**config.mk**
```make
export PLATFORM = sky130hd
export DESIGN_NAME = cmf4_ram
export DESIGN_NICKNAME = d
export VERILOG_FILES = /design/src/hw/rtl/cmf4_ram.sv
export SDC_FILE = /design/constraint.sdc
export NUM_CORES = 2
export LEC_CHECK = 0
export BUFFER_PORTS_ARGS = -buffer_cell sky130_fd_sc_hd__buf_2
export CORE_UTILIZATION = 36
export DETAILED_ROUTE_END_ITERATION = 16
export PLACE_DENSITY_LB_ADDON = 0.25
export SETUP_SLACK_MARGIN = 0.2
export SLEW_MARGIN = 30
export SYNTH_ARGS = -nofsm -noshare
export SYNTH_HDL_FRONTEND = slang
export SYNTH_SLANG_ARGS = --single-unit
```
**constraint.sdc**
```tcl
create_clock -name clk -period 2.9 [get_ports clk]
set_input_delay 0.145 -clock clk [delete_from_list [all_inputs] [get_ports clk]]
set_output_delay 0.145 -clock clk [all_outputs]
set_load 0.005 [all_outputs]
```
**src/hw/rtl/cmf4_ram.sv**
```systemverilog
// Single write port, single registered read port memory.
// Used for the segment table and the glyph array; no dependencies.
module cmf4_ram #(
  parameter int WIDTH = 16,
  parameter int DEPTH = 256,
  parameter int AW    = 8
) (
  input  logic             clk,
  input  logic             we,
  input  logic [AW-1:0]    waddr,
  input  logic [WIDTH-1:0] wdata,
  input  logic             re,
  input  logic [AW-1:0]    raddr,
  output logic [WIDTH-1:0] rdata
);

  logic [WIDTH-1:0] mem [DEPTH];

  // Write port
  always_ff @(posedge clk) begin
    if (we) begin
      mem[waddr] <= wdata;
    end
  end

  // Registered read port
  always_ff @(posedge clk) begin
    if (re) begin
      rdata <= mem[raddr];
    end
  end

endmodule

```
# Word-level counts from Yosys, hierarchy flattened
# Memory sizes are Yosys's and may differ from the RTL's. A register that Yosys moved wholly into a read port is not among the register bits.
# Index checks and enable logic that the tools add are counted.
dict set report word_totals {
  register_bits 0
  ram_bits 4096
  input_bits 35
  elab_cells 3
  mem_count 1
}
dict set report op_classes {
  muxes 2
}
# name depth word_bits read_ports rd_clocked_by_memory_dff wr line_no
set memory_table {}
lappend memory_table {mem 256 16 1 1 1 17} ;# logic [WIDTH-1:0] mem [DEPTH];
# operator n
set op_table {}
lappend op_table {{$mux 1} 2}

# Logic depth before layout (Yosys ltp)
dict set report logic_depth {
  depth_word 2
  mapped_depth 12
}

# Worst setup path after synthesis
# Ideal clock, no wire load.
dict set report synth_timing {
  kind {input port to flip-flop}
  startpoint {input raddr[0]}
  endpoint {register rdata[4] (read register of mem), data pin}
  setup_ps 265
  arrival_time_ps 2129
  t_required_ps 2635
  slack_ps 506
  cell_stages 8
  n_path_buf 3
  path_cell_list {buf_6 buf_6 buf_2 mux4_2 mux4_2 a22o_1 o32ai_2 nor4_2}
}
# item line_no
set synth_lines {}
lappend synth_lines {{start: declaration} 13} ;# input logic [AW-1:0] raddr,
lappend synth_lines {{end: declaration} 14} ;# output logic [WIDTH-1:0] rdata

==> results summary <==
The setup slack of the worst register-to-register path came out at 240 ps. TritonCTS built the clock tree. After detailed routing, the average wire length per cell comes to 30.66 µm. The clock root buffer master is sky130_fd_sc_hd__clkbuf_16.

The area added between synthesis and finish came out at 18.71%. The post-synth net total came out at 7,395. The top-level I/O count came out at 51.

For this block, the routed nets add up to 449.7 mm of wire. Between clock sinks in the finished design, the worst skew comes to 54.85 ps. The standby leakage power is 60.56 nW.

The floorplan has 243 rows. The final number of max-transition violations came out at 0. The data required time of the worst path came out at 3690 ps. The number of synthesized register bits is 4,112.

The standard cell core area came out at 438,700 µm². The clock sink count is 4,112. The portion of the post-synthesis area used by sequential elements is 77.72%. The floorplan step defined a die boundary enclosing 444,000 µm². The worst setup path is of the primary input to flip-flop kind. The largest net degree at the start of global routing is 139. Leaving out fill and tap cells, the most frequent cell in the layout is sky130_fd_sc_hd__edfxtp_1.

In the layout the commonest cells are sky130_fd_sc_hd__edfxtp_1, sky130_fd_sc_hd__buf_4, sky130_fd_sc_hd__mux4_2. Summed over all instances, the cell type with the most area after synthesis is sky130_fd_sc_hd__edfxtp_1. On the critical path, the stage with the largest delay is an instance of sky130_fd_sc_hd__nand4_1. The kind of cell adding the most delay to the critical path is simple AND/OR/NAND/NOR gates.

The number of violations reported at the end of detailed-routing iteration 0 is 9,354. Setup violations remaining at the end of the flow were counted as 0. The highest clock frequency the design can meet is 359.1 MHz. The number of enable flip-flop cells after synthesis is 4,112. The setup total negative slack came out at 0 ps.

The combined area of all synthesized cells is 158,900 µm². The total overflow reported by the global router is 0. In this run the critical register-to-register path is launched from mem[58][1]. Setup repair after global routing could not meet its margin everywhere. The delay of the slowest cell on the worst path came out at 630 ps. The depth of the worst register-to-register path is 7.

The top-area cell type share of the netlist area is 77.72%. The clock transition at the registers of the reported paths is 60 ps. The critical path contains buffers and inverters numbering 6 combined. The power per cell area came out at 673.9 nW/µm². The overall power of the completed layout is 0.1271 W. Counting stages on the worst path, the most repeated cell is sky130_fd_sc_hd__buf_4. Measured along the x axis, the die boundary spans 666.3 µm.

The overall track demand over capacity in global routing is 19.93%. The worst ir drop on vdd is 0.0005545 V. For this run, the post-layout net count is 8,456.

Counting along the longest clock path gives a buffer depth of 4. The clock buffer count from CTS came out at 413. The run finished with clean final reports.

The total half-perimeter wirelength after legalization and detailed placement is 282.2 mm. The ratio of final minimum period to clock period is 96.04%. The synthesized area per cell is 21.59 µm². The tightest min-delay check is of the primary input to flip-flop type.

The number of levels in the clock H-tree came out at 5. The total number of vias came out at 80,511. The highest fanout seen on the critical path came out at 16.

The first global-routing pass estimated 632.6 mm of wire. Traced cell by cell, the critical path runs through buf_8 > buf_12 > or2_4 > buf_4 > buf_12 > buf_4 > o221ai_1 > o32ai_1 > buf_4 > a21oi_4 > nand4_1 > nor4_1. The final hold violation count was 0. The critical path runs through a total of 12 cells.

The source of the worst hold timing path is waddr[0]. STA classifies the critical path endpoint as a flip-flop. The weighted congestion at the end of routability-driven global placement came out at 0.8339. The number of search-and-repair iterations in the first detailed-routing pass came out at 6. The tool flagged a number of max-cap violations equal to 0. At the worst endpoint, the arrival time is 3570 ps. Yosys printed 0 warnings. The most critical setup path has its startpoint at raddr[1]. The chip height is 666.3 µm.

The worst slew margin relative to its limit is 20.35%. The count of cell types in the netlist came out at 51. The via density per instance came out at 5.489. After filler insertion, the fill cell instance count of the layout stands at 37,621.

At the pin with the least slew margin, the transition time is 1186 ps. The number of instances in the synthesized netlist is 7,360. The via count of the first global-routing pass is 81,570. The effective utilization at floorplan came out at 36.21%.

Among all flip-flop cells after synthesis, the most frequent one is sky130_fd_sc_hd__edfxtp_1. The clock latency on the worst-skew pair came out at 980 ps. The detailed-route DRC error count is 0. Of the cells placed in the final design, the portion with a size suffix greater than 1 is 31.36%.

The number of buffers added on ports is 50. The initial antenna violation count is 27. The category of the worst setup path launch point is a primary input.

Of all flip-flops after synthesis, the portion carrying an async set or reset was 0%. Yosys attributes the largest share of cell area to sky130_fd_sc_hd__edfxtp_1, sky130_fd_sc_hd__mux4_2, sky130_fd_sc_hd__mux2i_1. The number of cells on the worst hold path came out at 5.

The worst path needs 2785 ps of the cycle, external delays included. The count of nets left with antenna violations after detail routing came out at 0.
-- per-stage QoR --
step / util, % / hold WS (ps) / cell area (µm²) / cells / setup WS [ps]
final: 42.99 / 82.77 / 188600 / 14667 / 114.9
after global routing: 42.98 / 66.16 / 188600 / 14653 / 166.1
after CTS: 42.96 / 10.53 / 188500 / 14649 / 78.62
after detailed placement: 39.71 / 401.6 / 174200 / 13863 / -1663
after global placement: 39.71 / 400.2 / 174200 / 13863 / -1681
after floorplan: - / 243.9 / 158900 / 7360 / 506.1
-- final cells by class --
type                       count  area [µm²]  area share, %
tap                         5880        7357          3.901
clock inverter               289        3120          1.654
timing repair buffer        1098       10570          5.602
inverter                       4       27.53        0.01459
antenna                       16       40.04        0.02123
clock buffer                 476       10720          5.684
sequential                  4112      123500          65.47
multi-input combinational   2792       33300          17.66
-- cells by family (layout without fill, tap and decap cells) --
family / count (synthesis) / after routing / share of synthesized area [%]
buffers and inverters: 456 / 1867 / 1.692
AOI/OAI and AO/OA: 786 / 786 / 3.534
muxes: 1450 / 1450 / 15.48
other: 0 / 16 / 0
and+or+nand+nor: 556 / 556 / 1.573
DFF: 4112 / 4112 / 77.72
-- repair_timing --
| item | in CTS | in global routing |
|---|---|---|
| hold buffers | 20 | 0 |
| endpoints found under the hold margin | 2533 | 0 |
| buffers inserted | 0 | 0 |
| pin swaps | 2 | 3 |
| gates resized for setup | 24 | 9 |
| endpoints found under the setup margin | 12 | 6 |
| gates cloned | 1 | 0 |
-- worst register-to-register path: cells and delay by family (launching register included) --
kind	cells	cell delay [ps]
compound gates	2	660
buf+inv	2	340
mux	2	1000
flops	1	370
simple gates	1	50
-- synth_stat cells (4+ instances only) --
cell type                   instances
sky130_fd_sc_hd__edfxtp_1        4112
sky130_fd_sc_hd__mux4_2           797
sky130_fd_sc_hd__mux2i_1          565
sky130_fd_sc_hd__nor2_1           304
sky130_fd_sc_hd__o221ai_1         252
sky130_fd_sc_hd__clkbuf_1         230
sky130_fd_sc_hd__a21oi_1          175
sky130_fd_sc_hd__o22ai_1          148
sky130_fd_sc_hd__nor3_1            92
sky130_fd_sc_hd__mux2_2            88
sky130_fd_sc_hd__buf_6             77
sky130_fd_sc_hd__buf_2             76
sky130_fd_sc_hd__a22oi_1           43
sky130_fd_sc_hd__nand2_1           38
sky130_fd_sc_hd__o21ai_0           37
sky130_fd_sc_hd__nand3_1           35
sky130_fd_sc_hd__a22o_1            32
sky130_fd_sc_hd__a221oi_1          28
sky130_fd_sc_hd__buf_1             27
sky130_fd_sc_hd__buf_4             26
sky130_fd_sc_hd__nand4_1           26
sky130_fd_sc_hd__o32ai_1           20
sky130_fd_sc_hd__a211oi_1          18
sky130_fd_sc_hd__nor4_1            17
sky130_fd_sc_hd__o31ai_1           16
sky130_fd_sc_hd__and3_1            11
sky130_fd_sc_hd__buf_8             11
sky130_fd_sc_hd__nor2b_1            9
sky130_fd_sc_hd__a2111oi_0          6
sky130_fd_sc_hd__a31oi_1            6
sky130_fd_sc_hd__buf_12             5
sky130_fd_sc_hd__or2_2              4
-- per-layer routing --
layer	global-route usage, %	share of wire (%)	routed length, µm	vias to the layer above
met5	0	0.012	55	-
met4	5.455	2.9	13060	8
met3	2.773	6.4	28930	579
met2	32.91	49	218300	3049
met1	27.73	42	189400	43390
li1	-	-	-	33485
-- power breakdown --
group / total (W) / switching (W) / internal [W]
clock: 0.0544 / 0.0230 / 0.0314
sequential: 0.0656 / 0.000108 / 0.0655
combinational: 0.00707 / 0.00435 / 0.00272
total: 0.127 / 0.0274 / 0.0997
-- final timing paths --
kind / endpoint
max: rdata[3]
min: mem[179][15]
max reg2reg: rdata[1]
min reg2reg: rdata[9]
-- flip-flops by register name, summed over array words and instances (netlist names) --
| register | flops |
|---|---|
| rdata | 16 |
| mem | 4096 |
(Power assumes the default switching activity.)
