==> config.mk <==
export PLATFORM = sky130hd
export DESIGN_NAME = cmf4_cfg
export DESIGN_NICKNAME = d
export VERILOG_FILES = /design/src/hw/rtl/cmf4_pkg.sv /design/src/hw/rtl/cmf4_cfg.sv
export SDC_FILE = /design/constraint.sdc
export NUM_CORES = 1
export LEC_CHECK = 0
export ABC_AREA = 0
export BUFFER_PORTS_ARGS = -buffer_cell sky130_fd_sc_hd__buf_2
export CORE_UTILIZATION = 35
export CTS_CLUSTER_SIZE = 30
export DETAILED_ROUTE_END_ITERATION = 10
export GPL_ROUTABILITY_DRIVEN = 0
export PLACE_DENSITY_LB_ADDON = 0.12
export SLEW_MARGIN = 20
export SYNTH_ARGS = -nofsm -noshare
export SYNTH_HDL_FRONTEND = slang
export SYNTH_SLANG_ARGS = --single-unit
==> constraint.sdc <==
create_clock -name clk -period 0.8 [get_ports clk]
set_input_delay 0.12 -clock clk [delete_from_list [all_inputs] [get_ports clk]]
set_output_delay 0.12 -clock clk [all_outputs]
set_load 0.005 [all_outputs]
==> src/hw/rtl/cmf4_pkg.sv <==
// Shared types and constants for the cmap format 4 glyph lookup block.
// No dependencies; the ALU, register file, top level and bench refer to this package by scoped names.
package cmf4_pkg;

  // Default sizes of the segment table and the glyph array
  localparam int MAX_SEGMENTS_DEF    = 256;
  localparam int MAX_GLYPH_WORDS_DEF = 4096;

  // Item kinds
  localparam logic [1:0] KIND_SEG    = 2'd0;
  localparam logic [1:0] KIND_GLYPH  = 2'd1;
  localparam logic [1:0] KIND_LOOKUP = 2'd2;

  // Register indexes and address width (registers at 4 * index)
  localparam logic REG_SEGS   = 1'b0;
  localparam logic REG_GLYPHS = 1'b1;
  localparam int   CFG_AW     = 3;

  localparam int SEGS_W   = 9;
  localparam int GLYPHS_W = 13;

  // Shared adder lane width: operands stay below 2**17, bit 17 is the borrow
  localparam int ALU_W = 18;

  localparam logic ALU_ADD = 1'b0;
  localparam logic ALU_SUB = 1'b1;

  typedef struct packed {
    logic [SEGS_W-1:0]   segs;
    logic [GLYPHS_W-1:0] glyphs;
  } cfg_t;

  typedef struct packed {
    logic [15:0] first;
    logic [15:0] last;
    logic [15:0] delta;
    logic [15:0] offset;
  } seg_entry_t;

  typedef struct packed {
    logic             op0;
    logic [ALU_W-1:0] a0;
    logic [ALU_W-1:0] b0;
    logic             op1;
    logic [ALU_W-1:0] a1;
    logic [ALU_W-1:0] b1;
  } alu_req_t;

  typedef struct packed {
    logic [ALU_W-1:0] r0;
    logic [ALU_W-1:0] r1;
  } alu_rsp_t;

endpackage

==> src/hw/rtl/cmf4_cfg.sv <==
// APB-style register file: segment count and glyph word count.
// Depends on cmf4_pkg for register indexes and the cfg_t struct.
module cmf4_cfg (
  input  logic                        clk,
  input  logic                        rst,
  input  logic                        psel,
  input  logic                        penable,
  input  logic                        pwrite,
  input  logic [cmf4_pkg::CFG_AW-1:0] paddr,
  input  logic [31:0]                 pwdata,
  output logic [31:0]                 prdata,
  output logic                        pready,
  output cmf4_pkg::cfg_t              cfg
);

  logic [cmf4_pkg::SEGS_W-1:0]   segs;
  logic [cmf4_pkg::GLYPHS_W-1:0] glyphs;
  logic                          reg_index;

  assign pready    = 1'b1;
  assign reg_index = paddr[2];

  // Write on the access phase
  always_ff @(posedge clk) begin
    if (rst) begin
      segs   <= '0;
      glyphs <= '0;
    end else if (psel && penable && pwrite) begin
      unique case (reg_index)
        cmf4_pkg::REG_SEGS:   segs   <= pwdata[cmf4_pkg::SEGS_W-1:0];
        cmf4_pkg::REG_GLYPHS: glyphs <= pwdata[cmf4_pkg::GLYPHS_W-1:0];
        default: ;
      endcase
    end
  end

  // Read back
  always_comb begin
    unique case (reg_index)
      cmf4_pkg::REG_SEGS:   prdata = 32'(segs);
      cmf4_pkg::REG_GLYPHS: prdata = 32'(glyphs);
      default:              prdata = '0;
    endcase
  end

  assign cfg.segs   = segs;
  assign cfg.glyphs = glyphs;

endmodule

# Word level (Yosys, flattened, before mapping)
# Index checks and enable logic that the tools add are counted.
# totals
regBits,22
input_bits,40
# op_classes
n_mux,1
n_bitwise,1
n_reduce_logical,4
# op_table
cell,n
32-bit case mux with 2 select lines,1
2-bit AND reduction,2
1-bit logical AND,2
1-bit NOT,1

# Logic depth before layout (Yosys ltp)
# Gate-level depths: netlist of the first run.
# depth
word_depth,3
ltp_mapped,4
ltp_nobuf,2

# Worst setup path before layout of the first run
# Ideal clock, no wire load.
# synth_path
path_kind,input-to-output
startpoint,in paddr[2] (netlist bit)
endpoint,out prdata[3]
arrival_ns,0.743
slack_ns,-0.063
cell_stages,3
path_buffers,2
path_cell_list,buf_6 -> buf_2 -> mux2_2
# synth_via
elab_chain_len,2
# synth_lines
element,line,source
"start, declared",cmf4_cfg.sv:9,"input logic [cmf4_pkg::CFG_AW-1:0] paddr,"
1-bit NOT (no source line),n/a,
32-bit case mux with 2 select lines *,cmf4_cfg.sv:39,unique case (reg_index)
"end, declared",cmf4_cfg.sv:11,"output logic [31:0] prdata,"
# Mark *: on every way between the ends. The rest lies on a longest branch, timed or not. The select of a mux whose other input is x is not followed.

# Worst setup path in the final report of the first run
# layout_path
startpoint,reg segs[4] (netlist bit)
endpoint,out prdata[4]
# layout_via
elab_chain_len,1
# layout_lines
element,line,source
"start, declared",cmf4_cfg.sv:16,logic [cmf4_pkg::SEGS_W-1:0] segs;
"start signal, assigned",cmf4_cfg.sv:30,cmf4_pkg::REG_SEGS: segs <= pwdata[cmf4_pkg::SEGS_W-1:0];
32-bit case mux with 2 select lines,cmf4_cfg.sv:39,
# No other way between the ends. The select of a mux whose other input is x is not followed.

==> results.sh, run 1 <==
export IMPL_power_total_w=0.00243
export IMPL_synthTopCellsByCount="nand2b_1 (35), dfxtp_1 (22), mux2i_1 (22), buf_4 (20), mux2_2 (9)"
export IMPL_outcome="complete, but fails checks"
export IMPL_finalHoldViolCount=0
export IMPL_synth_edf_count=0
export IMPL_grt_util_met3=0.0313
export IMPL_drc_errors=0
export IMPL_ys_flop_type="dfxtp_1"
export IMPL_rsz0062_at_grt="yes"
export IMPL_crit_arrival_ns=1.05
export IMPL_crit_chain="mux2_4, buf_6"
export IMPL_timing_fmax_mhz=853
export IMPL_routed_via_count=1070
export IMPL_ios=95
export IMPL_grt_busiest_layer="met2"
export IMPL_p_sw_w=0.000550
export IMPL_synth_top_area_cell="dfxtp_1"
export IMPL_pre_cts_slack_ns=-0.211
export IMPL_cts_tree="yes"
export IMPL_synth_warnings=0
export IMPL_whs_path_depth=3
export IMPL_grt_use_total=0.162
export IMPL_cts_made_buffers=3
export IMPL_grt_antenna_before_repair=0
export IMPL_post_dp_hpwl_um=2170
export IMPL_syn_inst=125
export IMPL_wirelength_um=3110
export IMPL_seq_area_frac_synth=0.345
export IMPL_min_from="pwdata[10]"
export IMPL_drt_iter0_drc=33
export IMPL_avgSynthCellArea_um2=10.2
export IMPL_ff2ff_path_depth=4
export IMPL_drv_cap=0
export IMPL_synth_top_cell_area_share=0.345
export IMPL_ir_drop_v=0.000692
export IMPL_grt_max_degree=36
export IMPL_clk_latency_ns=0.30
export IMPL_seq_power_share=0.470
export IMPL_crit_slowest_cell="dfxtp_2"
export IMPL_slowest_delay_ns=0.35
export IMPL_violations="negative setup slack"
export IMPL_ctsRootBufferMaster="clkbuf_4"
export IMPL_wl_per_cell_um=12.3
export IMPL_grt_pass1_vias=1099
export IMPL_netlist_top_cells_area="dfxtp_1 (35%), mux2i_1 (17%), nand2b_1 (17%)"
export IMPL_via_per_inst=4.25
export IMPL_setup_slack_ns=-0.372
export IMPL_dieArea_um2=3890
export IMPL_grt_pass1_wl_um=5000
export IMPL_p_per_area_nw_per_um2=1180
export IMPL_cts_sinks=22
export IMPL_skew_ns=0
export IMPL_power_internal_w=0.00187
export IMPL_ys_seq_elements=22
export IMPL_start_kind="flop"
export IMPL_switching_share=0.227
export IMPL_required_ns=0.68
export IMPL_drive_gt1_frac=0.607
export IMPL_area_growth_pct=61.1
export IMPL_cts_path_max_buffers=2
export IMPL_period_needed_ns=1.17
export IMPL_worst_path_max_fanout=2
export IMPL_holdPathEnd="glyphs[10]$_SDFFE_PP0P_"
export IMPL_cp_end_kind="primary output"
export IMPL_period_share=1.47
export IMPL_placementRows=21
export IMPL_clkPwrFrac=0.360
export IMPL_setup_viol=37
export IMPL_reg2reg_to="segs[7]$_SDFFE_PP0P_"
export IMPL_cts_hold_buffers=0
export IMPL_reg2reg_slack_ns=-0.03
export IMPL_grt_util_met1=0.168
export IMPL_yosysUniqueCellTypes=15
export IMPL_drt_pass1_iterations=4
export IMPL_path_clk_slew_ns=0.14
export IMPL_fin_util=0.601
export IMPL_core_area_um2=3420
export IMPL_die_h_um=62.4
export IMPL_crit_type="flop to primary output"
export IMPL_leakagePower_nw=1.04
export IMPL_pwr_share_comb=0.170
export IMPL_synth_area_um2=1270
export IMPL_r2r_start="segs[7]$_SDFFE_PP0P_"
export IMPL_min_path_type="input port to flop"
export IMPL_diodes=0
export IMPL_overflow=0
export IMPL_fp_dieW_um=62.4
export IMPL_async_flop_share=0
export IMPL_nets=247
export IMPL_htreeDepth=1
export IMPL_drv_slew=0
export IMPL_synth_most_common_cell="nand2b_1"
export IMPL_final_antenna_net_count=0
export IMPL_start_util=0.373
export IMPL_globalRouteMet2Util=0.321
export IMPL_tns_ns=-8.49
export IMPL_port_buffers=53
[through the flow]
stage | area, um2 | cells | hold WS, ns
CTS | 1950 | 246 | 0.0391
detailed placement | 1670 | 240 | 0.399
finish | 2050 | 252 | 0.0403
floorplan | 1350 | 143 | 0.275
global route | 2050 | 252 | 0.0372
global placement | 1670 | 240 | 0.387
[layout make-up]
cell class / instances / area, um2
clock buffers: 3 / 22.5
clock inverters: 1 / 30.0
fillers: 311 / 1360
multi-input cells: 94 / 716
flip-flops and latches: 22 / 468
well taps: 46 / 57.6
repair buffers: 86 / 761
[layout by cell type (no fill, tap or decap)]
master	n
and4b_2	1
mux2i_1	22
buf_6	44
mux2_4	4
buf_4	10
mux2_2	5
nand4_1	1
bufinv_16	1
nand2b_1	34
and4_4	1
nand4b_4	1
and2_1	4
buf_12	2
clkbuf_4	3
buf_2	30
dfxtp_2	22
nand2b_4	1
conb_1	20
[cell families (layout without fill, tap and decap cells)]
| family | count (synthesis) | count (layout) | share of synthesized area |
|---|---|---|---|
| multiplexers | 31 | 31 | 0.252 |
| buffers and inverters | 27 | 90 | 0.164 |
| other | 2 | 20 | 0.00589 |
| AND/OR/NAND/NOR | 43 | 43 | 0.233 |
| flip-flops | 22 | 22 | 0.345 |
[power by group through the flow]
stage	clock network (W)	logic [W]	registers, W
2_1_floorplan	0	0.000244	0.00116
3_3_place_gp	0	0.000332	0.00116
3_5_place_dp	0	0.000342	0.00116
4_1_cts	0.000899	0.000386	0.00114
5_1_grt	0.000944	0.000448	0.00114
6_report	0.000873	0.000412	0.00114
[routing by layer]
metal | wire (um) | vias to the layer above
met5 | 0 | -
met4 | 15 | 0
met3 | 166 | 2
met2 | 1700 | 36
met1 | 1220 | 497
li1 | - | 535
[worst max-delay path: cells and delay by family (launching register included)]
kind     cells  cell delay [ns]
flops        1             0.35
buf+inv      1             0.12
mux          1             0.28
[state kept, by name (all words and copies together), names as in the netlist]
name	cells
segs	9
glyphs	13
[worst max path at each step]
| stage | start | slack [ns] | end | cells after the start |
|---|---|---|---|---|
| floorplan | paddr[2] | 0.002 | glyphs[10]$_SDFFE_PP0P_ | 4 |
| global placement | paddr[2] | -0.21 | segs[8]$_SDFFE_PP0P_ | 4 |
| detailed placement | paddr[2] | -0.21 | prdata[4] | 4 |
| CTS | segs[4]$_SDFFE_PP0P_ | -0.38 | prdata[4] | 2 |
| global route | segs[6]$_SDFFE_PP0P_ | -0.41 | prdata[6] | 2 |
| finish | segs[4]$_SDFFE_PP0P_ | -0.37 | prdata[4] | 2 |
[what timing repair did]
| item | CTS | global route |
|---|---|---|
| pin swaps | 0 | 1 |
| gates cloned | 0 | 0 |
| resized for setup | 58 | 20 |
| setup endpoints to repair | 35 | 38 |
| buffers inserted | 2 | 13 |
Note: power is estimated with default switching activity, not from simulation.
==> run 2: changes to the inputs <==
==> constraint.sdc (replaced) <==
create_clock -name clk -period 1 [get_ports clk]
set_input_delay 0.15 -clock clk [delete_from_list [all_inputs] [get_ports clk]]
set_output_delay 0.15 -clock clk [all_outputs]
set_load 0.005 [all_outputs]
==> run 2 against run 1 <==
  * The flow still finishes with violations (negative setup slack)
  * Clock skew unchanged
  * Power fell by 28%
  * Via count is 0.84% higher
==> results.sh, run 2 (synthesis gave the netlist of run 1 again) <==
export IMPL_grt_busiest_layer="met2"
export IMPL_drt_iter0_drc=33
export IMPL_cp_top_family="flip-flops"
export IMPL_grt_pass1_vias=1056
export IMPL_multi_input_area_um2=724
export IMPL_p_sw_w=0.000425
export IMPL_grt_util_met3=0.0221
export IMPL_min_path_type="input port to flop"
export IMPL_cts_tree="yes"
export IMPL_grt_pass1_wl_um=4710
export IMPL_period_share=1.19
export IMPL_grt_max_degree=36
export IMPL_reg2reg_slack_ns=0.16
export IMPL_reg2reg_to="glyphs[5]$_SDFFE_PP0P_"
export IMPL_final_antenna_net_count=0
export IMPL_fp_dieW_um=62.4
export IMPL_post_dp_cell_area_um2=1530
export IMPL_holdPathEnd="glyphs[11]$_SDFFE_PP0P_"
export IMPL_ctsRootBufferMaster="clkbuf_4"
export IMPL_diodes=0
export IMPL_dieArea_um2=3890
export IMPL_cp_end_kind="primary output"
export IMPL_htreeDepth=1
export IMPL_start_kind="flop"
export IMPL_wirelength_um=3070
export IMPL_drc_errors=0
export IMPL_setup_viol=30
export IMPL_reg_top3="glyphs x13, segs x9"
export IMPL_cts_hold_buffers=0
export IMPL_drv_slew=0
export IMPL_fillers=314
export IMPL_clkPwrFrac=0.289
export IMPL_final_cell_mix="buf_6 (43), nand2b_1 (35), buf_2 (27), mux2i_1 (22), dfxtp_2 (22)"
export IMPL_crit_type="flop to primary output"
export IMPL_leakagePower_nw=1.01
export IMPL_globalRouteMet2Util=0.295
export IMPL_largest_register_ffs=13
export IMPL_seq_area_um2=468
export IMPL_crit_chain="mux2_4, buf_6"
export IMPL_cts_made_buffers=3
export IMPL_switching_share=0.245
export IMPL_core_area_um2=3420
export IMPL_wl_per_cell_um=12.4
export IMPL_pwr_share_comb=0.186
export IMPL_drv_cap=0
export IMPL_placementRows=21
export IMPL_worst_path_max_fanout=2
export IMPL_whs_path_depth=3
export IMPL_grt_use_total=0.154
export IMPL_cts_sinks=22
export IMPL_area_growth_pct=57.9
export IMPL_ff2ff_path_depth=4
export IMPL_r2r_start="glyphs[5]$_SDFFE_PP0P_"
export IMPL_skew_ns=0
export IMPL_grt_antenna_before_repair=0
export IMPL_routed_via_count=1079
export IMPL_post_dp_hpwl_um=1840
export IMPL_crit_slowest_cell="dfxtp_2"
export IMPL_ios=95
export IMPL_timing_fmax_mhz=838
export IMPL_required_ns=0.85
export IMPL_start_util=0.373
export IMPL_overflow=0
export IMPL_nets=242
export IMPL_power_total_w=0.00174
export IMPL_slowest_delay_ns=0.35
export IMPL_final_common_cell="buf_6"
export IMPL_power_internal_w=0.00131
export IMPL_top_register="glyphs"
export IMPL_die_h_um=62.4
export IMPL_stdcell_area_um2=2010
export IMPL_ir_drop_v=0.000448
export IMPL_p_per_area_nw_per_um2=863
export IMPL_drive_gt1_frac=0.602
export IMPL_grt_util_met1=0.162
export IMPL_min_from="pwdata[11]"
export IMPL_cts_path_max_buffers=2
export IMPL_via_per_inst=4.37
export IMPL_seq_power_share=0.525
export IMPL_cp_buffers_inverters=1
export IMPL_path_clk_slew_ns=0.13
export IMPL_drt_pass1_iterations=4
export IMPL_violations="negative setup slack"
export IMPL_crit_arrival_ns=1.04
export IMPL_period_needed_ns=1.19
export IMPL_timing_hold_ws_ns=0.0790
export IMPL_outcome="complete, but fails checks"
export IMPL_port_buffers=53
export IMPL_setup_slack_ns=-0.193
export IMPL_clk_latency_ns=0.31
export IMPL_finalHoldViolCount=0
export IMPL_rsz0062_at_grt="yes"
export IMPL_pre_cts_slack_ns=-0.0597
==> run 2: cell types whose count changed in the layout (fill, tap and decap cells not counted), sizes merged <==
cell    delta
buf        -5
bufinv     -1
clkbuf     +1
==> run 2: final cells by class <==
type / instances / area share
multi-input combinational: 94 / 0.360
sequential: 22 / 0.232
timing repair buffer: 81 / 0.361
tap: 46 / 0.0286
clock buffer: 4 / 0.0180
==> run 2: through the flow <==
stage | utilization | std cells | setup TNS [ns]
floorplan | - | 143 | 0
global placement | 0.447 | 221 | -0.686
detailed placement | 0.447 | 221 | -0.752
CTS | 0.547 | 242 | -2.53
global route | 0.589 | 247 | -3.32
finish | 0.589 | 247 | -2.13
==> run 2: worst register-to-register path, stage by stage, from the launching register on <==
cell,delay [ns]
dfxtp_2,0.35
buf_6,0.11
buf_4,0.12
nand2b_1,0.09
mux2i_1,0.07
==> run 2: layer usage <==
| layer | part of all wire | vias to the layer above | wire [um] |
|---|---|---|---|
| met1 | 0.39 | 508 | 1210 |
| met3 | 0.053 | 4 | 161 |
| met4 | 0.014 | 0 | 44 |
| met5 | 0 | - | 0 |
| li1 | - | 522 | - |
| met2 | 0.54 | 45 | 1650 |
==> run 2: repair_timing <==
action | CTS | global route
pin swaps | 0 | 0
resized for setup | 50 | 32
endpoints found under the setup margin | 13 | 30
buffers inserted | 17 | 15
==> run 2: worst max path at each step <==
stage,slack [ns],start,endpoint,cells past startpoint
after floorplan,0.08,paddr[2],prdata[3],3
after global placement,-0.06,paddr[2],prdata[1],4
after detailed placement,-0.06,paddr[2],prdata[8],4
after CTS,-0.19,segs[6]$_SDFFE_PP0P_,prdata[6],2
after global routing,-0.24,segs[8]$_SDFFE_PP0P_,prdata[8],2
final,-0.19,segs[8]$_SDFFE_PP0P_,prdata[8],2
==> run 2: power by group through the flow <==
stage	clock network, W	registers [W]	logic (W)
3_5_place_dp	0	0.000929	0.000244
6_report	0.000502	0.000912	0.000323
5_1_grt	0.000555	0.000915	0.000353
3_3_place_gp	0	0.000927	0.000240
2_1_floorplan	0	0.000929	0.000190
4_1_cts	0.000526	0.000910	0.000296
==> run 3: changes to the inputs <==
--- a/config.mk
+++ b/config.mk
@@ -7,6 +7,7 @@
 export LEC_CHECK = 0
 export ABC_AREA = 0
 export BUFFER_PORTS_ARGS = -buffer_cell sky130_fd_sc_hd__buf_2
+export CORE_MARGIN = 4
 export CORE_UTILIZATION = 35
 export CTS_CLUSTER_SIZE = 30
 export DETAILED_ROUTE_END_ITERATION = 10
==> run 3 against run 2 <==
  * The flow still finishes with violations (negative setup slack)
  * Clock power is 20% lower
  * Fmax hardly changed
  * Largest cell class unchanged
  * Clock-buffer cell count is 1 lower
  * Critical endpoint is now prdata[6]
  * Die area is 20% higher
  * Wire length hardly changed
  * Flip-flop and latch count stayed put
==> results.sh, run 3 (synthesis gave the netlist of run 1 again) <==
export IMPL_wl_per_cell_um=12.3
export IMPL_pwr_share_comb=0.197
export IMPL_placementRows=21
export IMPL_power_internal_w=0.00123
export IMPL_final_cell_mix="buf_6 (44), nand2b_1 (35), buf_2 (26), mux2i_1 (22), dfxtp_2 (22)"
export IMPL_multi_input_area_um2=728
export IMPL_clk_latency_ns=0.31
export IMPL_dieArea_um2=4670
export IMPL_power_total_w=0.00164
export IMPL_final_common_cell="buf_6"
export IMPL_cts_path_max_buffers=2
export IMPL_nets=246
export IMPL_port_buffers=53
export IMPL_drv_slew=0
export IMPL_cp_end_kind="primary output"
export IMPL_reg_top3="glyphs x13, segs x9"
export IMPL_cts_tree="yes"
export IMPL_cts_hold_buffers=0
export IMPL_via_per_inst=4.21
export IMPL_leakagePower_nw=1.02
export IMPL_setup_slack_ns=-0.194
export IMPL_period_share=1.19
export IMPL_htreeDepth=1
export IMPL_grt_max_degree=36
export IMPL_diodes=0
export IMPL_routed_via_count=1053
export IMPL_top_register="glyphs"
export IMPL_grt_antenna_before_repair=0
export IMPL_drc_errors=0
export IMPL_tns_ns=-2.14
export IMPL_core_area_um2=3420
export IMPL_switching_share=0.248
export IMPL_rsz0062_at_grt="yes"
export IMPL_crit_arrival_ns=1.04
export IMPL_drv_cap=0
export IMPL_die_h_um=68.4
export IMPL_seq_power_share=0.556
export IMPL_min_path_type="input port to flop"
export IMPL_drt_iter0_drc=43
export IMPL_area_growth_pct=59.0
export IMPL_pre_cts_slack_ns=-0.0650
export IMPL_crit_type="flop to primary output"
export IMPL_slowest_delay_ns=0.34
export IMPL_p_sw_w=0.000407
export IMPL_setup_viol=31
export IMPL_ctsRootBufferMaster="clkbuf_4"
export IMPL_final_antenna_net_count=0
export IMPL_grt_pass1_wl_um=4670
export IMPL_ir_drop_v=0.000537
export IMPL_grt_pass1_vias=1029
export IMPL_violations="negative setup slack"
export IMPL_cp_top_family="flip-flops"
export IMPL_crit_slowest_cell="dfxtp_2"
export IMPL_start_util=0.373
export IMPL_skew_ns=0
export IMPL_wirelength_um=3070
export IMPL_seq_area_um2=468
export IMPL_period_needed_ns=1.19
export IMPL_outcome="complete, but fails checks"
export IMPL_cts_sinks=22
export IMPL_crit_chain="mux2_4, buf_6"
export IMPL_required_ns=0.85
export IMPL_timing_fmax_mhz=838
export IMPL_grt_use_total=0.134
export IMPL_worst_path_max_fanout=2
export IMPL_cp_buffers_inverters=1
export IMPL_cts_made_buffers=3
export IMPL_fp_dieW_um=68.4
export IMPL_start_kind="flop"
export IMPL_drt_pass1_iterations=4
export IMPL_path_clk_slew_ns=0.12
export IMPL_ios=95
export IMPL_fillers=289
export IMPL_largest_register_ffs=13
export IMPL_clkPwrFrac=0.246
export IMPL_finalHoldViolCount=0
export IMPL_post_dp_hpwl_um=2030
export IMPL_drive_gt1_frac=0.608
export IMPL_p_per_area_nw_per_um2=808
export IMPL_overflow=0
run 3: worst paths after layout:
path	endpoint	cells after the start	slack (ns)	from
worst max register to register	segs[6]$_SDFFE_PP0P_	5	0.09	segs[6]$_SDFFE_PP0P_
worst min register to register	glyphs[11]$_SDFFE_PP0P_	2	0.48	glyphs[11]$_SDFFE_PP0P_
worst min-delay path	glyphs[11]$_SDFFE_PP0P_	3	0.08	pwdata[11]
worst max-delay path	prdata[6]	2	-0.19	segs[6]$_SDFFE_PP0P_
run 3: power by group through the flow:
stage / combinational, W / clock (W) / sequential [W]
3_3_place_gp: 0.000235 / 0 / 0.000927
4_1_cts: 0.000305 / 0.000427 / 0.000910
3_5_place_dp: 0.000238 / 0 / 0.000929
2_1_floorplan: 0.000190 / 0 / 0.000929
5_1_grt: 0.000356 / 0.000453 / 0.000914
6_report: 0.000323 / 0.000403 / 0.000911
run 3: final cells by class:
type / instances / share of cell area
timing repair buffer: 85 / 0.370
clock buffer: 3 / 0.0111
tap: 46 / 0.0284
multi-input combinational: 94 / 0.359
sequential: 22 / 0.231
run 3: metrics by stage:
stage / cell area (um2) / hold slack, ns / utilization / std cells
2_1_floorplan: 1340 / 0.305 / - / 143
3_3_place_gp: 1510 / 0.418 / 0.443 / 221
3_5_place_dp: 1510 / 0.427 / 0.443 / 221
4_1_cts: 1920 / 0.0738 / 0.561 / 243
5_1_grt: 2030 / 0.0717 / 0.593 / 250
6_report: 2030 / 0.0759 / 0.593 / 250
run 3: routing by layer:
layer	up-vias	global-route usage	part of all wire
met1	476	0.170	0.42
met5	-	0	0
met3	5	0.0345	0.073
met4	0	0.0596	0.015
met2	40	0.214	0.49
li1	532	-	-
run 3: what timing repair did:
action	4_1_cts	5_1_grt
gates cloned	0	0
buffers inserted	19	15
endpoints found under the setup margin	13	31
resized for setup	62	21
run 3: tightest hold or removal path, stage by stage:
cell and delay (ns):
buf_2 0.10, nand2b_1 0.05, mux2i_1 0.06
