==> src/hw/rtl/cmf4_pkg.sv <==
// Shared types and constants for the cmap format 4 glyph lookup block.
// No dependencies; the ALU, register file, top level and bench refer to this package by scoped names.
package cmf4_pkg;

  // Default sizes of the segment table and the glyph array
  localparam int MAX_SEGMENTS_DEF    = 256;
  localparam int MAX_GLYPH_WORDS_DEF = 4096;

  // Item kinds
  localparam logic [1:0] KIND_SEG    = 2'd0;
  localparam logic [1:0] KIND_GLYPH  = 2'd1;
  localparam logic [1:0] KIND_LOOKUP = 2'd2;

  // Register indexes and address width (registers at 4 * index)
  localparam logic REG_SEGS   = 1'b0;
  localparam logic REG_GLYPHS = 1'b1;
  localparam int   CFG_AW     = 3;

  localparam int SEGS_W   = 9;
  localparam int GLYPHS_W = 13;

  // Shared adder lane width: operands stay below 2**17, bit 17 is the borrow
  localparam int ALU_W = 18;

  localparam logic ALU_ADD = 1'b0;
  localparam logic ALU_SUB = 1'b1;

  typedef struct packed {
    logic [SEGS_W-1:0]   segs;
    logic [GLYPHS_W-1:0] glyphs;
  } cfg_t;

  typedef struct packed {
    logic [15:0] first;
    logic [15:0] last;
    logic [15:0] delta;
    logic [15:0] offset;
  } seg_entry_t;

  typedef struct packed {
    logic             op0;
    logic [ALU_W-1:0] a0;
    logic [ALU_W-1:0] b0;
    logic             op1;
    logic [ALU_W-1:0] a1;
    logic [ALU_W-1:0] b1;
  } alu_req_t;

  typedef struct packed {
    logic [ALU_W-1:0] r0;
    logic [ALU_W-1:0] r1;
  } alu_rsp_t;

endpackage

==> src/hw/rtl/cmf4_alu.sv <==
// Shared two-lane add/subtract unit driven by the lookup sequencer.
// Depends on cmf4_pkg for the request and result structs.
module cmf4_alu (
  input  cmf4_pkg::alu_req_t req,
  output cmf4_pkg::alu_rsp_t rsp
);

  // Each lane adds or subtracts; on subtract the top bit flags a borrow
  always_comb begin
    rsp.r0 = (req.op0 == cmf4_pkg::ALU_SUB) ? req.a0 - req.b0 : req.a0 + req.b0;
    rsp.r1 = (req.op1 == cmf4_pkg::ALU_SUB) ? req.a1 - req.b1 : req.a1 + req.b1;
  end

endmodule

==> config.mk <==
export PLATFORM = sky130hd
export DESIGN_NAME = cmf4_alu
export DESIGN_NICKNAME = d
export VERILOG_FILES = /design/src/hw/rtl/cmf4_pkg.sv /design/src/hw/rtl/cmf4_alu.sv
export SDC_FILE = /design/constraint.sdc
export NUM_CORES = 1
export LEC_CHECK = 0
export ABC_AREA = 1
export ABC_CLOCK_PERIOD_IN_PS = 4170
export BUFFER_PORTS_ARGS = -buffer_cell sky130_fd_sc_hd__buf_2
export CAP_MARGIN = 20
export CORE_ASPECT_RATIO = 0.7
export CORE_MARGIN = 2
export CORE_UTILIZATION = 25
export DETAILED_ROUTE_END_ITERATION = 10
export PLACE_DENSITY = 0.45
export SLEW_MARGIN = 40
export SYNTH_ARGS = -nofsm -noshare
export SYNTH_HDL_FRONTEND = slang
export SYNTH_SLANG_ARGS = --single-unit
==> constraint.sdc <==
create_clock -name vclk -period 4.17
set_input_delay 1.0425 -clock vclk [all_inputs]
set_output_delay 1.0425 -clock vclk [all_outputs]
set_load 0.05 [all_outputs]
* Yosys cells after proc, flatten, opt, wreduce, memory -nomap -nowiden
Index checks and enable logic that the tools add are counted.
** Storage, ports and cells
- Flip-flop bits (word level) :: 0
- Input bits :: 74
- Output and inout bits :: 36
- Logic and storage cells :: 6
** Cells by class
- $add $sub $neg :: 4
- Mux-type cells :: 2
** Operators by type and width (number)
- $add A18 B18 Y18 :: 2
- $mux W18 :: 2
- $sub A18 B18 Y18 :: 2

* Depth between registers and ports, before layout
Gate-level depths: netlist (run 1).
- Depth in word-level cells :: 2
- Mapped depth :: 18
- Depth with buffers taken out :: 18

* Worst setup path after synthesis (run 1)
OpenSTA, ideal clock, no wires.
- Path type :: input-to-output
- From :: input port req[38] in the netlist's numbering
- To :: output port rsp[27] in the netlist's numbering
- Arrival :: 3.433 ns
- Data required time :: 3.128 ns
- Slack :: -0.305 ns
- Stages on the path :: 12
- Path buffers :: 0
- Cell sequence :: inv_1 > ha_1 > nand3_1 > o21ai_4 > o21ai_0 > xor2_1 > ha_1 > nand2_1 > inv_1 > a21oi_1 > nand3_2 > xor2_1
** RTL lines
- from (decl) :: line cmf4_alu.sv:4 : input cmf4_pkg::alu_req_t req,
- to (decl) :: line cmf4_alu.sv:5 : output cmf4_pkg::alu_rsp_t rsp

==> results.txt, run 1 <==
----------------------------------------------------
[Timing]
  Final-report setup violation count ... 7
  Number of endpoints with negative hold slack in the final report ... 0
  Relative slew slack ... 80.5%
  Maximum clock frequency ... between 200 and 250 MHz
  Worst-case setup margin in the final layout ... -0.120 ns
  Slew @ Worst Pin ... 0.291 ns
  Fin. max-slew vios ... 0
  Final worst hold slack ... roughly 2.6 ns
  Unrepaired setup endpoints after global routing ... yes
  Period utilization ... 103%
  Time the worst path needs with I/O delays and setup ... roughly 4.3 ns

[Synth]
  Net count after synthesis ... between 600 and 700
  Number of distinct library cells after synthesis ... 31
  Number of cells produced by synthesis ... ~520
  Area share of the largest cell type after synthesis ... approximately 20%
  Summed instance area of the synthesized netlist ... between 2000 and 3000 sq um
  Mean cell area of the mapped netlist ... approximately 5.5 sq um
  Largest cells by area after synthesis ... sky130_fd_sc_hd__nand2_1 20%, sky130_fd_sc_hd__ha_1 16%, sky130_fd_sc_hd__xor2_1 13%
  Commonest cells in the synthesized netlist ... 152 x sky130_fd_sc_hd__nand2_1, 80 x sky130_fd_sc_hd__inv_1, 66 x sky130_fd_sc_hd__nor2_1
  Number of synthesis warnings ... 0
  Seq/Total Area, Yosys ... 0%
  Top cell type by total area after synthesis ... sky130_fd_sc_hd__nand2_1
  Most numerous cell in the Yosys netlist ... sky130_fd_sc_hd__nand2_1

[Run status]
  Run status ... finished, violations left
  Violations in the final reports ... setup timing

[Global routing]
  First-pass GRT wire length ... 17100 um
  Global routing met3 resource utilization ... less than 1%
  GRT overflow ... 0
  Antenna violations before repair ... 0
  Via count of the first global-routing pass ... between 3000 and 4000
  Met1 layer usage reported by global route ... 25.0%
  Global routing met2 resource utilization ... between 20% and 30%
  Maximum number of pins on one net before global-route repair ... 9
  Overall global routing resource usage ... between 10% and 20%
  Most heavily used metal layer in global routing ... met2

[Finish]
  Layout fillers ... 1093
  Sequential cell area ... 0 sq um
  Clock buffer count ... 0
  Fraction of layout cells with a size suffix above 1 ... around three fifths
  Ant diodes ... 0
  Final design area excluding fillers ... about 5700 sq um
  Number of sequential cells ... 0
  Nets ... about 840
  Syn-to-layout area delta ... 99.0%

[Worst setup path]
  Setup crit end kind ... primary output
  Crit Path Class ... in -> out
  CP max FO ... 4
  CP Data Arrival Time ... ~3.3 ns
  Timing endpoint of the critical path ... rsp[15]
  Required time at the endpoint of the critical path ... roughly 3.1 ns
  CP startpoint kind ... input port
  Worst setup path startpoint ... req[0]

[Placement]
  HPWL after detailed placement ... approximately 9000 um
  Input/output buffers ... 110
  Weighted congestion reported at the end of routability-driven placement ... between 0.8 and 0.9
  Total cell area at the placement stage ... ~4400 sq um

[Drt]
  Initial DRC count ... 84
  Remaining design rule violation count ... 0
  Count of nets left with antenna violations after detail routing ... 0
  WL/cell ... around 13 um
  Via count ... around 3900
  Average vias per placed instance ... around 4.4
  Sum of routed wire length over all layers ... 11200 um
  Number of detailed-route iterations in the first pass ... 6

[Power and ir drop]
  Net switching fraction of the power ... 60.1%
  Internal portion of total power ... 645 uW
  Net load switching power ... ~970 uW
  Share of power burned in registers ... 0%
  Relative contribution of the clock network to total power ... 0%
  Worst ir drop on vdd ... around 0.16 mV
  Power density relative to cell area ... about 280 nW/um^2
  Total leakage power ... about 0.0028 uW
  Part of the total power dissipated in combinational logic ... between 90% and 100%

[Run]
  Max-cap violations ... 0

[Die]
  X dimension of the die ... between 100 and 150 um
  Initial standard-cell utilization of the core ... approximately a quarter
  Height of the die ... roughly 93 um
  I/O pins ... 110
  Core box area ... roughly 11000 sq um
  Die Footprint ... about 12000 sq um
  Number of cell rows ... 32

[Min path]
  Worst hold path type ... in -> out

----------------------------------------------------
cells in the final DEF, fill, tap and decap left out, types with 2 or more instances in the layout:
master / count
sky130_fd_sc_hd__xor2_2: 15
sky130_fd_sc_hd__nand3_4: 4
sky130_fd_sc_hd__inv_4: 4
sky130_fd_sc_hd__o21ai_2: 13
sky130_fd_sc_hd__nand4_1: 7
sky130_fd_sc_hd__o21bai_1: 2
sky130_fd_sc_hd__nand3_2: 12
sky130_fd_sc_hd__xor2_1: 26
sky130_fd_sc_hd__buf_4: 85
sky130_fd_sc_hd__a21o_1: 2
sky130_fd_sc_hd__ha_4: 21
sky130_fd_sc_hd__inv_6: 2
sky130_fd_sc_hd__ha_1: 14
sky130_fd_sc_hd__a21oi_1: 6
sky130_fd_sc_hd__nand2_2: 51
sky130_fd_sc_hd__a21boi_2: 2
sky130_fd_sc_hd__a21oi_4: 6
sky130_fd_sc_hd__o21ai_4: 3
sky130_fd_sc_hd__nor2_2: 23
sky130_fd_sc_hd__o21ai_1: 5
sky130_fd_sc_hd__fa_1: 2
sky130_fd_sc_hd__inv_1: 67
sky130_fd_sc_hd__nand3_1: 20
sky130_fd_sc_hd__nand2_4: 14
sky130_fd_sc_hd__xnor2_1: 3
sky130_fd_sc_hd__inv_2: 12
sky130_fd_sc_hd__buf_2: 81
sky130_fd_sc_hd__and2_1: 3
sky130_fd_sc_hd__xor2_4: 2
sky130_fd_sc_hd__buf_6: 32
sky130_fd_sc_hd__buf_8: 9
sky130_fd_sc_hd__nor2_1: 39
sky130_fd_sc_hd__a21boi_4: 2
sky130_fd_sc_hd__o21ai_0: 8
sky130_fd_sc_hd__a21o_4: 2
sky130_fd_sc_hd__nand2_1: 93
sky130_fd_sc_hd__a21oi_2: 16
sky130_fd_sc_hd__xnor2_2: 3
sky130_fd_sc_hd__nor2_4: 9
worst max-delay path: stages:
cell	delay, ns
sky130_fd_sc_hd__buf_8	0.10
sky130_fd_sc_hd__inv_6	0.05
sky130_fd_sc_hd__ha_4	0.14
sky130_fd_sc_hd__nand3_4	0.07
sky130_fd_sc_hd__o21ai_4	0.23
sky130_fd_sc_hd__o21ai_2	0.09
sky130_fd_sc_hd__xor2_1	0.16
sky130_fd_sc_hd__ha_1	0.35
sky130_fd_sc_hd__nand2_1	0.11
sky130_fd_sc_hd__nand2_2	0.09
sky130_fd_sc_hd__buf_6	0.12
sky130_fd_sc_hd__a21boi_2	0.13
sky130_fd_sc_hd__nor2_1	0.06
sky130_fd_sc_hd__nor2_1	0.15
sky130_fd_sc_hd__nand2_1	0.07
sky130_fd_sc_hd__nand2_1	0.06
sky130_fd_sc_hd__nand2_1	0.06
sky130_fd_sc_hd__buf_6	0.15
metal layers:
layer / wire (um) / share of wire [%] / vias up
met3: 356 / 3.2 / 8
met4: 85 / 0.76 / 0
met2: 5150 / 46 / 74
met1: 5580 / 50 / 1744
met5: 0 / 0 / -
li1: - / - / 2055
logic make-up (layout without fill, tap and decap cells):
group                    Yosys count  in the layout  synth area share [%]
AO/OA/AOI/OAI                     68             68                  14.4
XOR/XNOR                          49             49                  15.0
adder cells (fa/ha/maj)           38             38                  17.1
buffers and inverters             89            295                  12.3
AND/OR/NAND/NOR                  278            278                  41.1
worst min path at each step:
stage	slack [ns]	cells after the start	endpoint	startpoint
2_1_floorplan	2.38	2	rsp[0]	req[0]
3_3_place_gp	2.55	5	rsp[0]	req[18]
3_5_place_dp	2.56	5	rsp[18]	req[55]
4_1_cts	2.56	5	rsp[18]	req[55]
5_1_grt	2.59	5	rsp[0]	req[18]
6_report	2.56	5	rsp[18]	req[55]
per-stage QoR:
stage	setup TNS, ns	std cells	power (uW)	worst slack (ns)	util (%)
final	-0.336	881	1610	-0.120	51.3
after global routing	-2.73	881	1720	-0.228	51.3
after CTS	-0.832	876	1390	-0.141	44.4
after detailed placement	-5.51	874	1220	-0.387	39.4
after global placement	-5.24	874	1220	-0.332	39.4
after floorplan	-0.472	522	836	-0.236	-
layout make-up:
cell class	count	area [sq um]	area share, %
inverters	86	347	6.09
multi-input cells	433	3590	63.0
repair buffers	209	1570	27.5
well taps	153	191	3.36
what timing repair did:
| item | 4_1_cts | 5_1_grt |
|---|---|---|
| resized for setup | 138 | 180 |
| hold endpoints to repair | 0 | 0 |
| buffers inserted | 3 | 6 |
| endpoints found under the setup margin | 25 | 26 |
| pin swaps | 53 | 120 |
| hold buffers | 0 | 0 |
power groups by stage:
stage | Clock, uW | Combinational, uW | Sequential [uW]
floorplan | 0 | 836 | 0
detailed placement | 0 | 1220 | 0
CTS | 0 | 1390 | 0
global route | 0 | 1720 | 0
global placement | 0 | 1220 | 0
finish | 0 | 1610 | 0
Power figures use the tool's default switching activity.
==> inputs of run 2 (changes only) <==
--- a/config.mk
+++ b/config.mk
@@ -18,3 +18,4 @@
 export SYNTH_ARGS = -nofsm -noshare
 export SYNTH_HDL_FRONTEND = slang
 export SYNTH_SLANG_ARGS = --single-unit
+export TNS_END_PERCENT = 30
==> run 2 against run 1 <==
The flow still finishes with violations (setup timing). Non-clock buffer count shrank 4. Largest power group unchanged. Final area shrank 7.1%. Critical endpoint unchanged. Global-route usage shrank 0.091 points. Total power shrank 8.6%. Die area is the same. Combinational power shrank 9%. Sequential share of layout area is the same. Utilization shrank 3.7 points.
==> results.txt, run 2 (synthesis results as in run 1) <==
----------------------------------------------------
[Drt]
  WL/cell ... 12.2 um (-4.0%)
  Initial DRC count ... 128 (+52%)
  Via count ... 3808 (-1.9%)
  Number of detailed-route iterations in the first pass ... 5 (-1)
  Count of nets left with antenna violations after detail routing ... 0 (unchanged)
  Remaining design rule violation count ... 0 (unchanged)
  Average vias per placed instance ... 4.34 (-1.4%)
  Sum of routed wire length over all layers ... 10700 um (-4.4%)

[Placement]
  Worst Setup Slack post-DPL ... -0.344 ns (+0.0435 ns)
  Input/output buffers ... 110 (unchanged)
  Total cell area at the placement stage ... 4240 sq um (-3.1%)
  HPWL after detailed placement ... 8960 um (-0.97%)
  Weighted congestion reported at the end of routability-driven placement ... 0.862 (-3.3%)

[Timing]
  Slew @ Worst Pin ... 0.363 ns (+0.0721 ns)
  Number of endpoints with negative hold slack in the final report ... 0 (unchanged)
  Final-report setup violation count ... 8 (+1)
  Time the worst path needs with I/O delays and setup ... 4.22 ns (-0.0681 ns)
  Unrepaired setup endpoints after global routing ... yes
  Period utilization ... 101% (-1.6 points)
  Final total negative setup slack ... -0.195 ns (+0.141 ns)
  Relative slew slack ... 75.5% (-5.0 points)
  Final worst hold slack ... 2.56 ns (+0.00202 ns)
  Worst-case setup margin in the final layout ... -0.0515 ns (+0.0681 ns)
  Fin. max-slew vios ... 0 (unchanged)
  Maximum clock frequency ... 237 MHz (+1.6%)

[Worst setup path]
  CP max FO ... 5 (+1)
  WP buf/inv ... 3 (-1)
  Cell with the largest stage delay on the worst path ... sky130_fd_sc_hd__ha_2
  Crit Path Class ... in -> out
  Kind of cell adding the most delay to the critical path ... simple AND/OR/NAND/NOR gates
  Worst setup path startpoint ... req[1]
  CP startpoint kind ... input port
  Required time at the endpoint of the critical path ... 3.13 ns (about the same)
  CP Data Arrival Time ... 3.18 ns (-0.07 ns)
  Delay of the slowest critical-path stage ... 0.39 ns (+0.04 ns)
  Most numerous cell on the critical path ... sky130_fd_sc_hd__nand2_1
  Setup crit end kind ... primary output
  Critical path, cell by cell ... buf_8, inv_4, ha_4, nand3_4, o21ai_4, nand2_4, nor2_4, xor2_1, ha_2, nand4_1, nor3_1, nand2_2, nand2_1, nand2_1, nand2_1, buf_6

[Min path]
  Start point of the worst min-delay path ... req[55]
  Worst hold path type ... in -> out

[Finish]
  Nets ... 838 (-0.48%)
  Sequential cell area ... 0 sq um (unchanged)
  Leading cell types in the layout, fill and taps excluded ... 118 x sky130_fd_sc_hd__nand2_1, 97 x sky130_fd_sc_hd__buf_4, 82 x sky130_fd_sc_hd__buf_2
  Number of sequential cells ... 0 (unchanged)
  Most common library cell in the layout ignoring fill and taps ... sky130_fd_sc_hd__nand2_1
  Clock buffer count ... 0 (unchanged)
  Fraction of layout cells with a size suffix above 1 ... 51.9% (-7.1 points)
  Finished Core Util ... 47.7% (-3.7 points)
  Layout fillers ... 1186 (+8.5%)
  Syn-to-layout area delta ... 84.9%
  Combined area of the multi-input logic cells ... 3310 sq um (-7.7%)
  Final design area excluding fillers ... 5290 sq um (-7.1%)
  Ant diodes ... 0 (unchanged)

[Die]
  I/O pins ... 110 (unchanged)
  Initial standard-cell utilization of the core ... 25.8% (unchanged)
  Core box area ... 11100 sq um (unchanged)
  Height of the die ... 93.5 um (unchanged)
  X dimension of the die ... 132 um (unchanged)
  Number of cell rows ... 32 (unchanged)
  Die Footprint ... 12300 sq um (unchanged)

[Run status]
  Violations in the final reports ... setup timing
  Run status ... finished, violations left

[Global routing]
  Maximum number of pins on one net before global-route repair ... 9 (unchanged)
  Overall global routing resource usage ... 16.4% (-0.091 points)
  GRT overflow ... 0 (unchanged)
  Antenna violations before repair ... 0 (unchanged)
  Via count of the first global-routing pass ... 3586 (-3.7%)
  First-pass GRT wire length ... 16900 um (-1.0%)

[Power and ir drop]
  Total leakage power ... 0.00273 uW (-3.7%)
  Power density relative to cell area ... 279 nW/um^2 (-1.6%)
  Worst ir drop on vdd ... 0.150 mV (-6.9%)

[Run]
  Max-cap violations ... 0 (unchanged)

[CTS]
  Hold_buf cts ... 0 (unchanged)

----------------------------------------------------
run 2: path summary, 6_finish.rpt:
| check | endpoint | slack [ns] | depth (start not counted) |
|---|---|---|---|
| worst max-delay path | rsp[15] | -0.05 | 16 |
| worst min-delay path | rsp[18] | 2.56 | 5 |
run 2: repair_timing:
item | CTS | global route
gates resized for setup | 118 | 124
setup endpoints to repair | 25 | 26
pin swaps | 43 | 69
setup buffers | 4 | 7
run 2: worst min-delay path: stages:
cell                    delay, ns
sky130_fd_sc_hd__buf_2       0.09
sky130_fd_sc_hd__inv_1       0.04
sky130_fd_sc_hd__ha_1        0.11
sky130_fd_sc_hd__inv_1       0.03
sky130_fd_sc_hd__buf_2       0.20
run 2: per-layer routing:
layer	vias to the layer above	GRT usage [%]	share of wire [%]
met2	74	24.9	42
met4	0	0	0
met3	0	0.705	3.2
met1	1679	26.5	55
li1	2055	-	-
met5	-	0	0
run 2: power breakdown:
part           switching, uW  internal (uW)  total, uW
Clock                      0              0          0
Combinational            904            571       1470
Sequential                 0              0          0
run 2: stage by stage:
step | power (uW) | cells
after detailed placement | 1180 | 866
after floorplan | 814 | 522
after CTS | 1330 | 870
after global placement | 1180 | 866
final | 1470 | 877
after global routing | 1580 | 877
run 2: layout make-up:
type               count  area share [%]
multi-input cells    433            62.7
repair buffers       205            27.3
inverters             86            6.44
well taps            153            3.62
==> inputs of run 3 (changes only) <==
--- a/config.mk
+++ b/config.mk
@@ -13,7 +13,7 @@
 export CORE_MARGIN = 2
 export CORE_UTILIZATION = 25
 export DETAILED_ROUTE_END_ITERATION = 10
-export PLACE_DENSITY = 0.45
+export PLACE_DENSITY = 0.43
 export SLEW_MARGIN = 40
 export SYNTH_ARGS = -nofsm -noshare
 export SYNTH_HDL_FRONTEND = slang
==> run 3 against run 2 <==
The run still ends with setup timing left. Routed wire length down 2.6%. Via count down 0.55%. First-iteration DRC count up 53%. Total power down 3.0%. Hold slack worse by 0.00062 ns. Highest routed layer unchanged. Sequential share of layout area unchanged. Sequential cell count unchanged.
==> results.txt, run 3 (synthesis results as in run 1) <==
----------------------------------------------------
[Drt]
  Remaining design rule violation count ... 0 (unchanged)
  Number of detailed-route iterations in the first pass ... 5 (unchanged)
  Average vias per placed instance ... 4.31 (-0.78%)
  Count of nets left with antenna violations after detail routing ... 0 (unchanged)
  WL/cell ... 11.8 um (-2.8%)
  Sum of routed wire length over all layers ... 10400 um (-2.6%)
  Initial DRC count ... 196 (+53%)
  Via count ... 3787 (-0.55%)

[Finish]
  Sequential cell area ... 0 sq um (unchanged)
  Ant diodes ... 0 (unchanged)
  Most common library cell in the layout ignoring fill and taps ... sky130_fd_sc_hd__nand2_1
  Leading cell types in the layout, fill and taps excluded ... 131 x sky130_fd_sc_hd__nand2_1, 98 x sky130_fd_sc_hd__buf_4, 81 x sky130_fd_sc_hd__buf_2
  Finished Core Util ... 46.2% (-1.4 points)
  Fraction of layout cells with a size suffix above 1 ... 47.9% (-4.0 points)
  Syn-to-layout area delta ... 79.3%
  Layout fillers ... 1214 (+2.4%)
  Nets ... 840 (+0.24%)
  Final design area excluding fillers ... 5130 sq um (-3.0%)
  Number of sequential cells ... 0 (unchanged)
  Clock buffer count ... 0 (unchanged)

[Die]
  Number of cell rows ... 32 (unchanged)
  X dimension of the die ... 132 um (unchanged)
  Core box area ... 11100 sq um (unchanged)
  Initial standard-cell utilization of the core ... 25.8% (unchanged)
  Die Footprint ... 12300 sq um (unchanged)
  Height of the die ... 93.5 um (unchanged)
  I/O pins ... 110 (unchanged)

[Power and ir drop]
  Power density relative to cell area ... 279 nW/um^2 (about the same)
  Worst ir drop on vdd ... 0.147 mV (-2.1%)
  Total leakage power ... 0.00271 uW (-0.68%)
  Overall power consumption ... 1430 uW (-3.0%)

[Placement]
  Input/output buffers ... 110 (unchanged)
  Worst Setup Slack post-DPL ... -0.383 ns (-0.0392 ns)
  HPWL after detailed placement ... 8940 um (-0.15%)
  Weighted congestion reported at the end of routability-driven placement ... 0.817 (-5.2%)
  Total cell area at the placement stage ... 4280 sq um (+0.89%)

[Worst setup path]
  Setup crit end kind ... primary output
  Worst setup path startpoint ... req[1]
  Crit Path Class ... in -> out
  Required time at the endpoint of the critical path ... 3.13 ns (about the same)
  Critical path, cell by cell ... buf_8, inv_6, ha_4, nand3_4, o21ai_4, nand2_4, xnor2_1, ha_1, a21oi_2, a21boi_2, nor2_1, nor2_1, nand3_1, nand2_1, buf_6
  WP buf/inv ... 3 (unchanged)
  Delay of the slowest critical-path stage ... 0.36 ns (-0.03 ns)
  CP max FO ... 4 (-1)
  Most numerous cell on the critical path ... sky130_fd_sc_hd__nor2_1
  CP startpoint kind ... input port
  Cell with the largest stage delay on the worst path ... sky130_fd_sc_hd__ha_1
  CP Data Arrival Time ... 3.23 ns (+0.05 ns)
  Kind of cell adding the most delay to the critical path ... compound AO/OA/AOI/OAI gates

[Min path]
  Start point of the worst min-delay path ... req[55]
  Worst hold path type ... in -> out

[Global routing]
  Antenna violations before repair ... 0 (unchanged)
  Via count of the first global-routing pass ... 3363 (-6.2%)
  Maximum number of pins on one net before global-route repair ... 9 (unchanged)
  First-pass GRT wire length ... 16100 um (-4.9%)
  Overall global routing resource usage ... 15.6% (-0.78 points)
  GRT overflow ... 0 (unchanged)

[Timing]
  Final-report setup violation count ... 12 (+4)
  Relative slew slack ... 72.7% (-2.9 points)
  Worst-case setup margin in the final layout ... -0.101 ns (-0.0497 ns)
  Period utilization ... 102% (+1.2 points)
  Maximum clock frequency ... 234 MHz (-1.2%)
  Time the worst path needs with I/O delays and setup ... 4.27 ns (+0.0497 ns)
  Final total negative setup slack ... -0.482 ns (-0.287 ns)
  Number of endpoints with negative hold slack in the final report ... 0 (unchanged)
  Unrepaired setup endpoints after global routing ... yes
  Fin. max-slew vios ... 0 (unchanged)
  Slew @ Worst Pin ... 0.406 ns (+0.0425 ns)

[Run status]
  Violations in the final reports ... setup timing
  Run status ... finished, violations left

[CTS]
  Hold_buf cts ... 0 (unchanged)

[Run]
  Max-cap violations ... 0 (unchanged)

----------------------------------------------------
## run 3: where the power goes
group / switching [uW] / internal [uW] / total (uW)
clock: 0 / 0 / 0
sequential: 0 / 0 / 0
combinational: 882 / 550 / 1430
## run 3: final timing paths
| kind | endpoint | slack (ns) | cells after the start |
|---|---|---|---|
| worst max-delay path | rsp[15] | -0.10 | 15 |
| worst min-delay path | rsp[18] | 2.56 | 5 |
## run 3: routing by layer
metal	wire length [um]	track usage, %
met4	0	0
met3	358	0.705
met5	0	0
met1	5920	26.6
met2	4110	21.8
## run 3: timing repair
item / CTS / global route
setup buffers: 3 / 5
gates resized for setup: 125 / 82
endpoints found under the setup margin: 25 / 25
pin swaps: 43 / 50
## run 3: cell type report
class | count | area [sq um] | share of cell area [%]
well taps | 153 | 191 | 3.73
multi-input cells | 433 | 3120 | 60.9
inverters | 86 | 343 | 6.69
repair buffers | 207 | 1470 | 28.7
## run 3: stage by stage
stage / hold slack [ns] / instances
floorplan: 2.38 / 522
global placement: 2.55 / 871
detailed placement: 2.56 / 871
CTS: 2.57 / 874
global route: 2.59 / 879
finish: 2.56 / 879
